`src/double_sign_guard_log_writer_defines.svh`:
```
// Assertion macros shared by the double-sign guard RTL.
// Depends on nothing; users must have clk and rst_n in scope.
`ifndef DOUBLE_SIGN_GUARD_LOG_WRITER_DEFINES_SVH
`define DOUBLE_SIGN_GUARD_LOG_WRITER_DEFINES_SVH

// same-cycle implication, off during reset
`define DSGLW_ASSERT_IMP(label, ante, cons, msg) \
    label: assert property (@(posedge clk) disable iff (!rst_n) (ante) |-> (cons)) \
        else $error(msg);

// next-cycle implication, off during reset
`define DSGLW_ASSERT_NXT(label, ante, cons, msg) \
    label: assert property (@(posedge clk) disable iff (!rst_n) (ante) |=> (cons)) \
        else $error(msg);

`endif

```
`src/dsglw_pkg.sv`:
```
// Types, codes and constants of the double-sign guard log writer.
// Depends on nothing; used by dsglw_fnv and the top level.
`default_nettype none

package dsglw_pkg;

    // request codes
    localparam logic [1:0] REQ_ADVANCE  = 2'd0;
    localparam logic [1:0] REQ_READ     = 2'd1;
    localparam logic [1:0] REQ_WIPE     = 2'd2;
    localparam logic [1:0] REQ_WIPE_ALL = 2'd3;

    // status codes
    localparam logic [1:0] STS_OK       = 2'd0;
    localparam logic [1:0] STS_BAD_SLOT = 2'd1;
    localparam logic [1:0] STS_UNKNOWN  = 2'd2;
    localparam logic [1:0] STS_STALE    = 2'd3;

    // erase kinds
    localparam logic [1:0] ERASE_NONE   = 2'd0;
    localparam logic [1:0] ERASE_SECTOR = 2'd1;
    localparam logic [1:0] ERASE_REGION = 2'd2;
    localparam logic [1:0] ERASE_STORE  = 2'd3;

    // raw message types
    localparam logic [7:0] MT_PROPOSAL  = 8'h20;
    localparam logic [7:0] MT_PREVOTE   = 8'h01;
    localparam logic [7:0] MT_PRECOMMIT = 8'h02;

    localparam logic [31:0] REC_MAGIC = 32'hA1A2A3C0;
    localparam logic [31:0] FNV_BASIS = 32'h811C9DC5;
    localparam logic [31:0] FNV_PRIME = 32'h01000193;
    localparam int          HDR_BYTES = 40;

    typedef enum logic [2:0] {
        ST_IDLE,
        ST_LOOK,
        ST_EVAL,
        ST_HASH,
        ST_FINISH
    } state_t;

    typedef struct packed {
        logic start;   // load header, seed with basis
        logic clear;   // no record: checksum reads zero
    } hash_ctl_t;

    typedef struct packed {
        logic busy;
        logic last;    // final byte goes in this cycle
    } hash_sts_t;

    typedef struct packed {
        logic [1:0]         status;
        logic [1:0]         erase_kind;
        logic [7:0]         erase_sec;
        logic [7:0]         write_sector;
        logic [5:0]         write_rec;
        logic [63:0]        write_seq;
        logic               mark_valid;
        logic signed [63:0] mark_height;
        logic signed [31:0] mark_round;
        logic [7:0]         mark_type;
    } res_t;

    // message type to step; zero for an unknown type
    function automatic logic [1:0] step_of(input logic [7:0] mt);
        logic [1:0] s;
        case (mt)
            MT_PROPOSAL:  s = 2'd1;
            MT_PREVOTE:   s = 2'd2;
            MT_PRECOMMIT: s = 2'd3;
            default:      s = 2'd0;
        endcase
        return s;
    endfunction

endpackage

`default_nettype wire

```
`src/dsglw_fnv.sv`:
```
// Byte-serial FNV-1a 32 engine over the 40-byte record header.
// Depends on dsglw_pkg.
`default_nettype none

module dsglw_fnv
    import dsglw_pkg::*;
(
    input  wire logic             clk,
    input  wire logic             rst_n,
    input  wire hash_ctl_t        ctl,
    input  wire logic [8*HDR_BYTES-1:0] header,
    output hash_sts_t             sts,
    output logic [31:0]           checksum
);

    logic                    busy_reg;
    logic [5:0]              cnt_reg;
    logic [8*HDR_BYTES-1:0]  hdr_reg;
    logic [31:0]             x_reg;
    logic [31:0]             mixed;
    logic [31:0]             prod;

    assign mixed = x_reg ^ {24'd0, hdr_reg[7:0]};
    assign prod  = mixed * FNV_PRIME;

    assign sts.busy = busy_reg;
    assign sts.last = busy_reg && (cnt_reg == 6'(HDR_BYTES - 1));
    assign checksum = x_reg;

    always_ff @(posedge clk or negedge rst_n)
    begin
        if (!rst_n)
        begin
            busy_reg <= 1'b0;
            cnt_reg  <= '0;
        end
        else if (ctl.start)
        begin
            busy_reg <= 1'b1;
            cnt_reg  <= '0;
        end
        else if (busy_reg)
        begin
            cnt_reg <= cnt_reg + 6'd1;
            if (sts.last)
            begin
                busy_reg <= 1'b0;
            end
        end
    end

    always_ff @(posedge clk)
    begin
        if (ctl.start)
        begin
            x_reg   <= FNV_BASIS;
            hdr_reg <= header;
        end
        else if (ctl.clear)
        begin
            x_reg <= '0;
        end
        else if (busy_reg)
        begin
            x_reg   <= prod;
            hdr_reg <= {8'd0, hdr_reg[8*HDR_BYTES-1:8]};
        end
    end

endmodule

`default_nettype wire

```
`src/double_sign_guard_log_writer.sv`:
```
// Double-sign guard with rolling-log record placement, top level.
// Depends on dsglw_pkg, dsglw_fnv and double_sign_guard_log_writer_defines.svh.
//
// Use: one request beat in (in_valid/in_stall), one result beat out
// (out_valid/out_stall). in_stall is high from acceptance until the
// sequencer has finished the request; one request is in work at a time.
// Sequence: an advance that writes a record goes from accept to out_valid
// through a memory read, an evaluate step, then the byte-serial FNV
// unit (one header byte per cycle, one 32x32 multiply), then the result
// load. Read, wipe and rejected requests skip the FNV unit.
// The result sits in an output register; the next request is taken while
// it waits, and only the final load waits for the receiver to take it.
// Per-slot state lives in a one-port memory; a live bit per slot marks
// entries written since reset or wipe, so reset and wipe-all take effect
// at once, with no clearing pass. A stale entry reads as the reset mark.
`default_nettype none
`include "double_sign_guard_log_writer_defines.svh"

module double_sign_guard_log_writer
    import dsglw_pkg::*;
#(
    parameter int SLOT_COUNT         = 16,
    parameter int SECTORS_PER_SLOT   = 16,
    parameter int RECORDS_PER_SECTOR = 64
)
(
    input  wire logic               clk,
    input  wire logic               rst_n,
    input  wire logic               in_valid,
    output logic                    in_stall,
    input  wire logic [1:0]         req_type,
    input  wire logic [7:0]         slot_index,
    input  wire logic [7:0]         msg_type,
    input  wire logic signed [63:0] block_height,
    input  wire logic signed [31:0] round_number,
    input  wire logic [63:0]        chain_hash,
    output logic                    out_valid,
    input  wire logic               out_stall,
    output logic [1:0]              status,
    output logic [1:0]              erase_kind,
    output logic [7:0]              erase_sec,
    output logic [7:0]              write_sector,
    output logic [5:0]              write_rec,
    output logic [63:0]             write_seq,
    output logic [31:0]             record_checksum,
    output logic                    mark_valid,
    output logic signed [63:0]      mark_height,
    output logic signed [31:0]      mark_round,
    output logic [7:0]              mark_type
);

    localparam int SLOT_W = (SLOT_COUNT > 1) ? $clog2(SLOT_COUNT) : 1;
    localparam int SEC_W  = $clog2(SECTORS_PER_SLOT);
    localparam int REC_W  = $clog2(RECORDS_PER_SECTOR + 1);

    typedef struct packed {
        logic               valid;
        logic signed [63:0] height;
        logic signed [31:0] round;
        logic [7:0]         mtype;
        logic [SEC_W-1:0]   sector;
        logic [REC_W-1:0]   rec_ptr;
        logic [63:0]        seq_ptr;
        logic [63:0]        chain;
    } ent_t;

    localparam ent_t ENT_RESET = '{valid: 1'b0, height: '0, round: '0, mtype: '0,
                                   sector: '0, rec_ptr: '0, seq_ptr: 64'd1,
                                   chain: '0};

    // sequencer
    state_t state_reg, state_next;
    logic   in_acc, out_free, ld_in, do_eval, ld_out;

    // captured request beat
    logic [1:0]         req_reg;
    logic [7:0]         slot_reg;
    logic [7:0]         msg_reg;
    logic signed [63:0] height_reg;
    logic signed [31:0] round_reg;
    logic [63:0]        hash_reg;

    // slot store
    ent_t                  mem [SLOT_COUNT];
    ent_t                  rd_reg;
    logic [SLOT_COUNT-1:0] live_reg;
    logic [SLOT_W-1:0]     slot_a;

    // evaluation
    ent_t               cur, new_ent;
    logic               slot_ok, adv, full, do_write, mem_we;
    logic [1:0]         step_new, step_cur;
    logic [SEC_W-1:0]   sec_new;
    logic [REC_W-1:0]   rec_idx;
    logic [15:0]        region_base, abs_sec;
    logic [REC_W+5:0]   rec_wide;
    logic [8*HDR_BYTES-1:0] header;
    res_t               res, pend_reg, out_reg;
    logic               out_valid_reg;
    logic [31:0]        sum_out_reg;

    // checksum unit
    hash_ctl_t   hash_ctl;
    hash_sts_t   hash_sts;
    logic [31:0] checksum;

    assign in_acc   = in_valid && !in_stall;
    assign out_free = !out_valid_reg || !out_stall;
    assign slot_a   = slot_reg[SLOT_W-1:0];

    // ---------------- next state ----------------
    always_comb
    begin
        state_next = state_reg;
        unique case (state_reg)
            ST_IDLE:   if (in_valid) state_next = ST_LOOK;
            ST_LOOK:   state_next = ST_EVAL;
            ST_EVAL:   state_next = do_write ? ST_HASH : ST_FINISH;
            ST_HASH:   if (hash_sts.last) state_next = ST_FINISH;
            ST_FINISH: if (out_free) state_next = ST_IDLE;
            default:   state_next = ST_IDLE;
        endcase
    end

    // ---------------- sequencer outputs ----------------
    always_comb
    begin
        in_stall = 1'b1;
        ld_in    = 1'b0;
        do_eval  = 1'b0;
        ld_out   = 1'b0;
        unique case (state_reg)
            ST_IDLE:
            begin
                in_stall = 1'b0;
                ld_in    = in_valid;
            end
            ST_EVAL:   do_eval = 1'b1;
            ST_FINISH: ld_out  = out_free;
            default:   ;
        endcase
    end

    always_ff @(posedge clk or negedge rst_n)
    begin
        if (!rst_n)
        begin
            state_reg <= ST_IDLE;
        end
        else
        begin
            state_reg <= state_next;
        end
    end

    always_ff @(posedge clk)
    begin
        if (ld_in)
        begin
            req_reg    <= req_type;
            slot_reg   <= slot_index;
            msg_reg    <= msg_type;
            height_reg <= block_height;
            round_reg  <= round_number;
            hash_reg   <= chain_hash;
        end
    end

    // ---------------- evaluate ----------------
    always_comb
    begin
        cur      = live_reg[slot_a] ? rd_reg : ENT_RESET;
        slot_ok  = {1'b0, slot_reg} < 9'(SLOT_COUNT);
        step_new = step_of(msg_reg);
        step_cur = step_of(cur.mtype);

        // strictly greater on (height, round, step), signed compares
        adv = !cur.valid
           || (height_reg > cur.height)
           || ((height_reg == cur.height)
               && ((round_reg > cur.round)
                   || ((round_reg == cur.round) && (step_new > step_cur))));

        full = cur.rec_ptr >= REC_W'(RECORDS_PER_SECTOR);
        if (!full)
            sec_new = cur.sector;
        else if (cur.sector == SEC_W'(SECTORS_PER_SLOT - 1))
            sec_new = '0;
        else
            sec_new = cur.sector + SEC_W'(1);
        rec_idx = full ? '0 : cur.rec_ptr;

        region_base = 16'(slot_reg) * 16'(SECTORS_PER_SLOT);
        abs_sec     = region_base + 16'(sec_new);
        rec_wide    = {6'd0, rec_idx};

        new_ent.valid   = 1'b1;
        new_ent.height  = height_reg;
        new_ent.round   = round_reg;
        new_ent.mtype   = msg_reg;
        new_ent.sector  = sec_new;
        new_ent.rec_ptr = rec_idx + REC_W'(1);
        new_ent.seq_ptr = cur.seq_ptr + 64'd1;
        new_ent.chain   = hash_reg;

        // header bytes, byte 0 in the low bits
        header = {24'd0, msg_reg, round_reg, height_reg, hash_reg,
                  cur.seq_ptr, 32'd0, REC_MAGIC};

        res      = '0;
        do_write = 1'b0;
        if (req_reg == REQ_WIPE_ALL)
        begin
            res.erase_kind = ERASE_STORE;
        end
        else if (!slot_ok)
        begin
            res.status = STS_BAD_SLOT;
        end
        else
        begin
            unique case (req_reg)
                REQ_WIPE:
                begin
                    res.erase_kind = ERASE_REGION;
                    res.erase_sec  = region_base[7:0];
                end
                REQ_READ:
                begin
                    res.mark_valid  = cur.valid;
                    res.mark_height = cur.height;
                    res.mark_round  = cur.round;
                    res.mark_type   = cur.mtype;
                end
                default:
                begin
                    res.mark_valid  = cur.valid;
                    res.mark_height = cur.height;
                    res.mark_round  = cur.round;
                    res.mark_type   = cur.mtype;
                    if (step_new == 2'd0)
                    begin
                        res.status = STS_UNKNOWN;
                    end
                    else if (!adv)
                    begin
                        res.status = STS_STALE;
                    end
                    else
                    begin
                        do_write         = 1'b1;
                        res.write_sector = abs_sec[7:0];
                        res.write_rec    = rec_wide[5:0];
                        res.write_seq    = cur.seq_ptr;
                        res.mark_valid   = 1'b1;
                        res.mark_height  = height_reg;
                        res.mark_round   = round_reg;
                        res.mark_type    = msg_reg;
                        if (full)
                        begin
                            res.erase_kind = ERASE_SECTOR;
                            res.erase_sec  = abs_sec[7:0];
                        end
                    end
                end
            endcase
        end
    end

    assign mem_we         = do_eval && do_write;
    assign hash_ctl.start = mem_we;
    assign hash_ctl.clear = do_eval && !do_write;

    // ---------------- slot store ----------------
    always_ff @(posedge clk)
    begin
        if (state_reg == ST_LOOK)
        begin
            rd_reg <= mem[slot_a];
        end
        if (mem_we)
        begin
            mem[slot_a] <= new_ent;
        end
    end

    always_ff @(posedge clk or negedge rst_n)
    begin
        if (!rst_n)
        begin
            live_reg <= '0;
        end
        else if (do_eval)
        begin
            if (req_reg == REQ_WIPE_ALL)
                live_reg <= '0;
            else if (slot_ok && (req_reg == REQ_WIPE))
                live_reg[slot_a] <= 1'b0;
            else if (do_write)
                live_reg[slot_a] <= 1'b1;
        end
    end

    dsglw_fnv u_fnv (
        .clk      (clk),
        .rst_n    (rst_n),
        .ctl      (hash_ctl),
        .header   (header),
        .sts      (hash_sts),
        .checksum (checksum)
    );

    // ---------------- result register ----------------
    always_ff @(posedge clk)
    begin
        if (do_eval)
        begin
            pend_reg <= res;
        end
        if (ld_out)
        begin
            out_reg     <= pend_reg;
            sum_out_reg <= checksum;
        end
    end

    always_ff @(posedge clk or negedge rst_n)
    begin
        if (!rst_n)
        begin
            out_valid_reg <= 1'b0;
        end
        else if (ld_out)
        begin
            out_valid_reg <= 1'b1;
        end
        else if (!out_stall)
        begin
            out_valid_reg <= 1'b0;
        end
    end

    assign out_valid       = out_valid_reg;
    assign status          = out_reg.status;
    assign erase_kind      = out_reg.erase_kind;
    assign erase_sec       = out_reg.erase_sec;
    assign write_sector    = out_reg.write_sector;
    assign write_rec       = out_reg.write_rec;
    assign write_seq       = out_reg.write_seq;
    assign record_checksum = sum_out_reg;
    assign mark_valid      = out_reg.mark_valid;
    assign mark_height     = out_reg.mark_height;
    assign mark_round      = out_reg.mark_round;
    assign mark_type       = out_reg.mark_type;

    // ---------------- checks ----------------
    `DSGLW_ASSERT_NXT(a_accept_look, in_acc, state_reg == ST_LOOK, "accepted beat not looked up")
    `DSGLW_ASSERT_NXT(a_finish_hold, (state_reg == ST_FINISH) && out_valid_reg && out_stall, state_reg == ST_FINISH, "result loaded over a waiting beat")
    `DSGLW_ASSERT_NXT(a_finish_load, (state_reg == ST_FINISH) && !(out_valid_reg && out_stall), out_valid_reg, "finished result not presented")
    `DSGLW_ASSERT_IMP(a_last_in_hash, hash_sts.last, state_reg == ST_HASH, "checksum finished outside hash phase")
    `DSGLW_ASSERT_NXT(a_write_hash, mem_we, hash_sts.busy, "record written without checksum run")

endmodule

`default_nettype wire
```
`config.mk`:
```
export PLATFORM = sky130hd
export DESIGN_NAME = double_sign_guard_log_writer
export DESIGN_NICKNAME = d
export VERILOG_FILES = /design/src/dsglw_pkg.sv /design/src/dsglw_fnv.sv /design/src/double_sign_guard_log_writer.sv
export VERILOG_INCLUDE_DIRS = /design/src /design/src/src
export SDC_FILE = /design/constraint.sdc
export NUM_CORES = 2
export LEC_CHECK = 0
export BUFFER_PORTS_ARGS = -buffer_cell sky130_fd_sc_hd__buf_4
export CAP_MARGIN = 25
export CORE_ASPECT_RATIO = 1.1
export CORE_MARGIN = 2
export CORE_UTILIZATION = 45
export DETAILED_ROUTE_END_ITERATION = 16
export HOLD_SLACK_MARGIN = 0.15
export SLEW_MARGIN = 0
export SYNTH_ARGS = -nofsm -noshare
export SYNTH_HDL_FRONTEND = slang
export SYNTH_HIERARCHICAL = 1
export SYNTH_SLANG_ARGS = --single-unit
```
`constraint.sdc`:
```
create_clock -name clk -period 19.2 [get_ports clk]
set_input_delay 3.84 -clock clk [delete_from_list [all_inputs] [get_ports clk]]
set_output_delay 3.84 -clock clk [all_outputs]
set_load 0.05 [all_outputs]
```
# [After elaboration in Yosys (flattened, before gate mapping)]
# Memory sizes are Yosys's and may differ from the RTL's. A register that Yosys moved wholly into a read port is not among the register bits.
# Index checks and enable logic that the tools add are counted.
[classes] n_eq_ne=22 add_sub_neg=5 n_bitwise=7 reduce_logical=29 n_mux=52 multipliers=1 order_cmp=7
[ops] cell="two-way mux 296 bit" count=3
[ops] cell="two-way mux 193 bit" count=3
[ops] cell="two-way mux 244 bit" count=1
[ops] cell="one-hot mux 105 bit (2 select lines)" count=1
[ops] cell="two-way mux 78 bit" count=1
[ops] cell="adder 64 x 1 -> 64 bit, second input constant" count=1
[ops] cell="== test 64 bit" count=1
[ops] cell="> comparator 64 bit" count=1
[ops] cell="two-way mux 32 bit" count=2
[ops] cell="two-way mux 16 bit" count=3
[ops] cell="== test 32 bit" count=1
[ops] cell="> comparator 32 bit" count=1
[ops] cell="multiplier 32 x 25 -> 32 bit, second input constant" count=1
[ops] cell="bitwise XOR 32 x 8 -> 32 bit" count=1
[ops] cell="two-way mux 1 bit" count=20
[ops] cell="one-hot mux 10 bit (2 select lines)" count=1
[ops] cell="bitwise AND 16 bit" count=1
[ops] cell="== test 8 x 1 -> 1 bit, second input constant" count=2
[ops] cell="== test 8 x 2 -> 1 bit, second input constant" count=2
[ops] cell="== test 8 x 6 -> 1 bit, second input constant" count=2
[ops] cell="NOT 16 bit" count=1
[ops] cell="bitwise OR 16 bit" count=1
[ops] cell="one-hot mux 3 bit (5 select lines)" count=1
[ops] cell="two-way mux 3 bit" count=4
[ops] cell="other kinds (39)" count=67
[totals] inputBits=182 memories=1 ff_bits=956 output_inout_bits=229 wordCells=162 ram_bits=3888
[memory_table] memory="mem" depth=16 width=243 rd=1 rd_clocked_by_memory_dff=1 wr=1 line_no="double_sign_guard_log_writer.sv:84" text="ent_t mem [SLOT_COUNT];"

# [Logic depth before layout (Yosys ltp)]
[logic_depth] depth_word=19 mapped_depth=31 ltp_nobuf=23

# [Modules after synthesis]
# The synthesis kept the hierarchy.
[modules_own_cells] module="double_sign_guard_log_writer" area_per_inst_um2=138755.6 n_inst=1 seq_area_each_um2=109895.4 cells_each=6138
[modules_own_cells] module="dsglw_fnv" area_per_inst_um2=20768.7 n_inst=1 seq_area_each_um2=10425.0 cells_each=1490

# [Worst setup path before layout]
# No wires, ideal clock.
[synth_path] path_kind="input to register" start="input out_stall" end="register out_reg (netlist bit erase_kind[0]), enable pin" t_required_ns=18.308 n_path_buf=0 stages=1 setup_ns=0.892 path_slack_ns=3.565 arrival_ns=14.743 cell_sequence="a21oi_1"
[synth_between] elab_chain_cells=3
[synth_lines] item="start, declared" line_no="double_sign_guard_log_writer.sv:38" text="input wire logic out_stall,"
[synth_lines] item="logical NOT 1 bit"
[synth_lines] item="logical OR 1 bit" line_no="double_sign_guard_log_writer.sv:108" text="assign out_free = !out_valid_reg || !out_stall;"
[synth_lines] item="two-way mux 1 bit" line_no="double_sign_guard_log_writer.sv:132" text="unique case (state_reg)"
[synth_lines] item="end signal, assigned" line_no="double_sign_guard_log_writer.sv:322" text="out_reg <= pend_reg;"
[synth_lines] item="end, declared" line_no="double_sign_guard_log_writer.sv:98" text="res_t res, pend_reg, out_reg;"
# Every way passes these cells.
# A chain may end at the register's enable or synchronous reset.

==> results.md <==
- Outcome: finished, final reports clean
- Row Count: 229
- DR WL met3: 31600 µm
- Die Wd: 572 µm
- Post-route cell area: 182000 µm²
- Hold Startpoint: pend_reg[57]
- Sum Neg Setup Slack: 0 ns
- Synthesized cell area: 160000 µm²
- Skew final: 0.0729 ns
- Metal2 WL: 197000 µm
- Global-route wire length before repair: 577000 µm
- IO Count: 411
- Layout Nets: 8955
- Hold Fails Final Rpt: 0
- Initial Util: 0.452
- CTS tree: yes
- Endpoints failing setup: 0
- Height of the die: 628 µm
- Clock sink count: 4022
- Wire per inst: 29.9 µm
- Fin util: 0.517
- Crit path launch: slot_reg[2]
- CP max FO: 131
- Vias in the first global route: 79567
- DRT iter0 DRCs: 8867
- DRC errors left: 0
- Yosys Warn Count: 6
- Hold Crit Class: flop to flop
- Post_cts resized: 0
- Worst skew pair latency: 0.98 ns
- First-pass DRT Iterations: 7
- HPWL after DPL: 228000 µm
- GRT Total Usage: 0.223
- CTS root buf: clkbuf_16
- CP endpoint kind: flop
- Metal-1 WL: 163000 µm
- Routability cong.: 0.855
- Fmax achieved: 0.0872 GHz
- Placed Area: 170000 µm²
- Bufs on Longest Clock Path: 4
- CTS Hold Bufs: 0
- Largest register FFs: 2864
- Grt ovf: 0
- Critical path class: flop to flop
- Die ar.: 359000 µm²
- Share of layout cells above drive strength 1: 0.280
- Worst EP arrival: 12.04 ns
- Final Max Tran Viols: 0
- Postcts setup bufs: 0
- Total wire length: 403000 µm
- Vias/cell: 5.83
- Largest net degree at the start of global routing: 149
- Max layer used: met5
- Max cap viols: 0
- H-tree levels: 5
- Reg-to-Reg Start: slot_reg[2]
- Maximum vdd drop: 0.000117 V
- Relative slew slack: 0.187
- Worst-Margin Slew: 1.22 ns
- Via count: 78639
- Layout area overhead: 14.4%
- Core Region: 353000 µm²
- CTS buffer count: 405
- Final Cycle Share: 0.597
- PwrDens: 119 nW/µm²
- Syn Inst Count: 7627
- Req. time, crit path: 19.77 ns
- CP Launch Type: flop
- RSZ-0062 raised after global routing: no
- Clock-pin slew on the worst setup and hold paths: 0.06 ns
- Minimum clock period: 11.47 ns
- P_leak: 57.1 nW
- I/O Buffers: 410
- Initial antenna violation count: 39
- Routed Antenna Nets: 0
- Average size of a mapped cell: 20.9 µm²
through the flow:
stage	power (W)	setup slack [ns]	hold slack, ns	cells
floorplan	0.0132	3.57	0.400	7713
global placement	0.0143	7.56	0.402	12685
detailed placement	0.0144	7.21	0.405	12705
CTS	0.0219	7.21	0.414	13436
global route	0.0225	7.17	0.423	13471
finish	0.0218	7.73	0.408	13478
layout make-up:
class / count / area, µm²
Fill cell: 27686 / 171000
Sequential cell: 4022 / 120000
Multi-Input combinational cell: 3064 / 37300
Clock buffer: 506 / 10600
Tap cell: 4735 / 5920
Timing Repair Buffer: 645 / 5280
Clock inverter: 225 / 2010
Inverter: 273 / 1040
Antenna cell: 8 / 20.0
cells in the final DEF (no fill, tap or decap), types with 140 or more instances in the layout:
cell type / n
mux2_2: 314
nand3_1: 259
clkbuf_16: 409
edfxtp_1: 3963
nand2_1: 238
mux4_2: 899
inv_1: 271
ha_1: 288
o21ai_0: 140
buf_4: 609
where the power goes:
group	switching, W	internal, W
combinational	0.00208	0.00114
clock	0.00332	0.00428
sequential	0.000466	0.0105
total	0.00586	0.0159
worst paths after layout:
path,end,slack [ns],cells after the start
setup / recovery,u_fnv/hdr_reg[188],7.73,23
hold reg to reg,mark_height[17],0.41,0
hold / removal,mark_height[17],0.41,0
min in group asynchronous,out_valid,2.83,1
setup reg to reg,u_fnv/hdr_reg[188],7.73,23
max in group asynchronous,live_reg[0],16.01,1
worst max-delay path: stages (launching register included):
cell,delay [ns]
edfxtp_1,0.59
buf_4,0.70
nor2b_1,0.55
a22o_1,0.30
or2_4,0.34
buf_4,0.54
buf_4,0.64
nand2_1,0.13
ha_1,0.31
nor2b_1,0.13
o211ai_1,0.16
a2111oi_0,0.12
or4_1,0.73
a221oi_1,0.51
mux2_2,0.44
nor3_4,0.38
buf_4,0.65
and2_2,0.71
nor2_1,0.40
inv_1,0.28
nand2_1,0.19
nand2_4,0.51
buf_4,0.71
buf_12,0.52
layer usage:
layer,up-vias,global-route usage
met5,-,0
li1,32650,-
met2,3422,0.364
met1,41934,0.312
met3,623,0.0367
met4,10,0.0600
(Power assumes the default switching activity.)
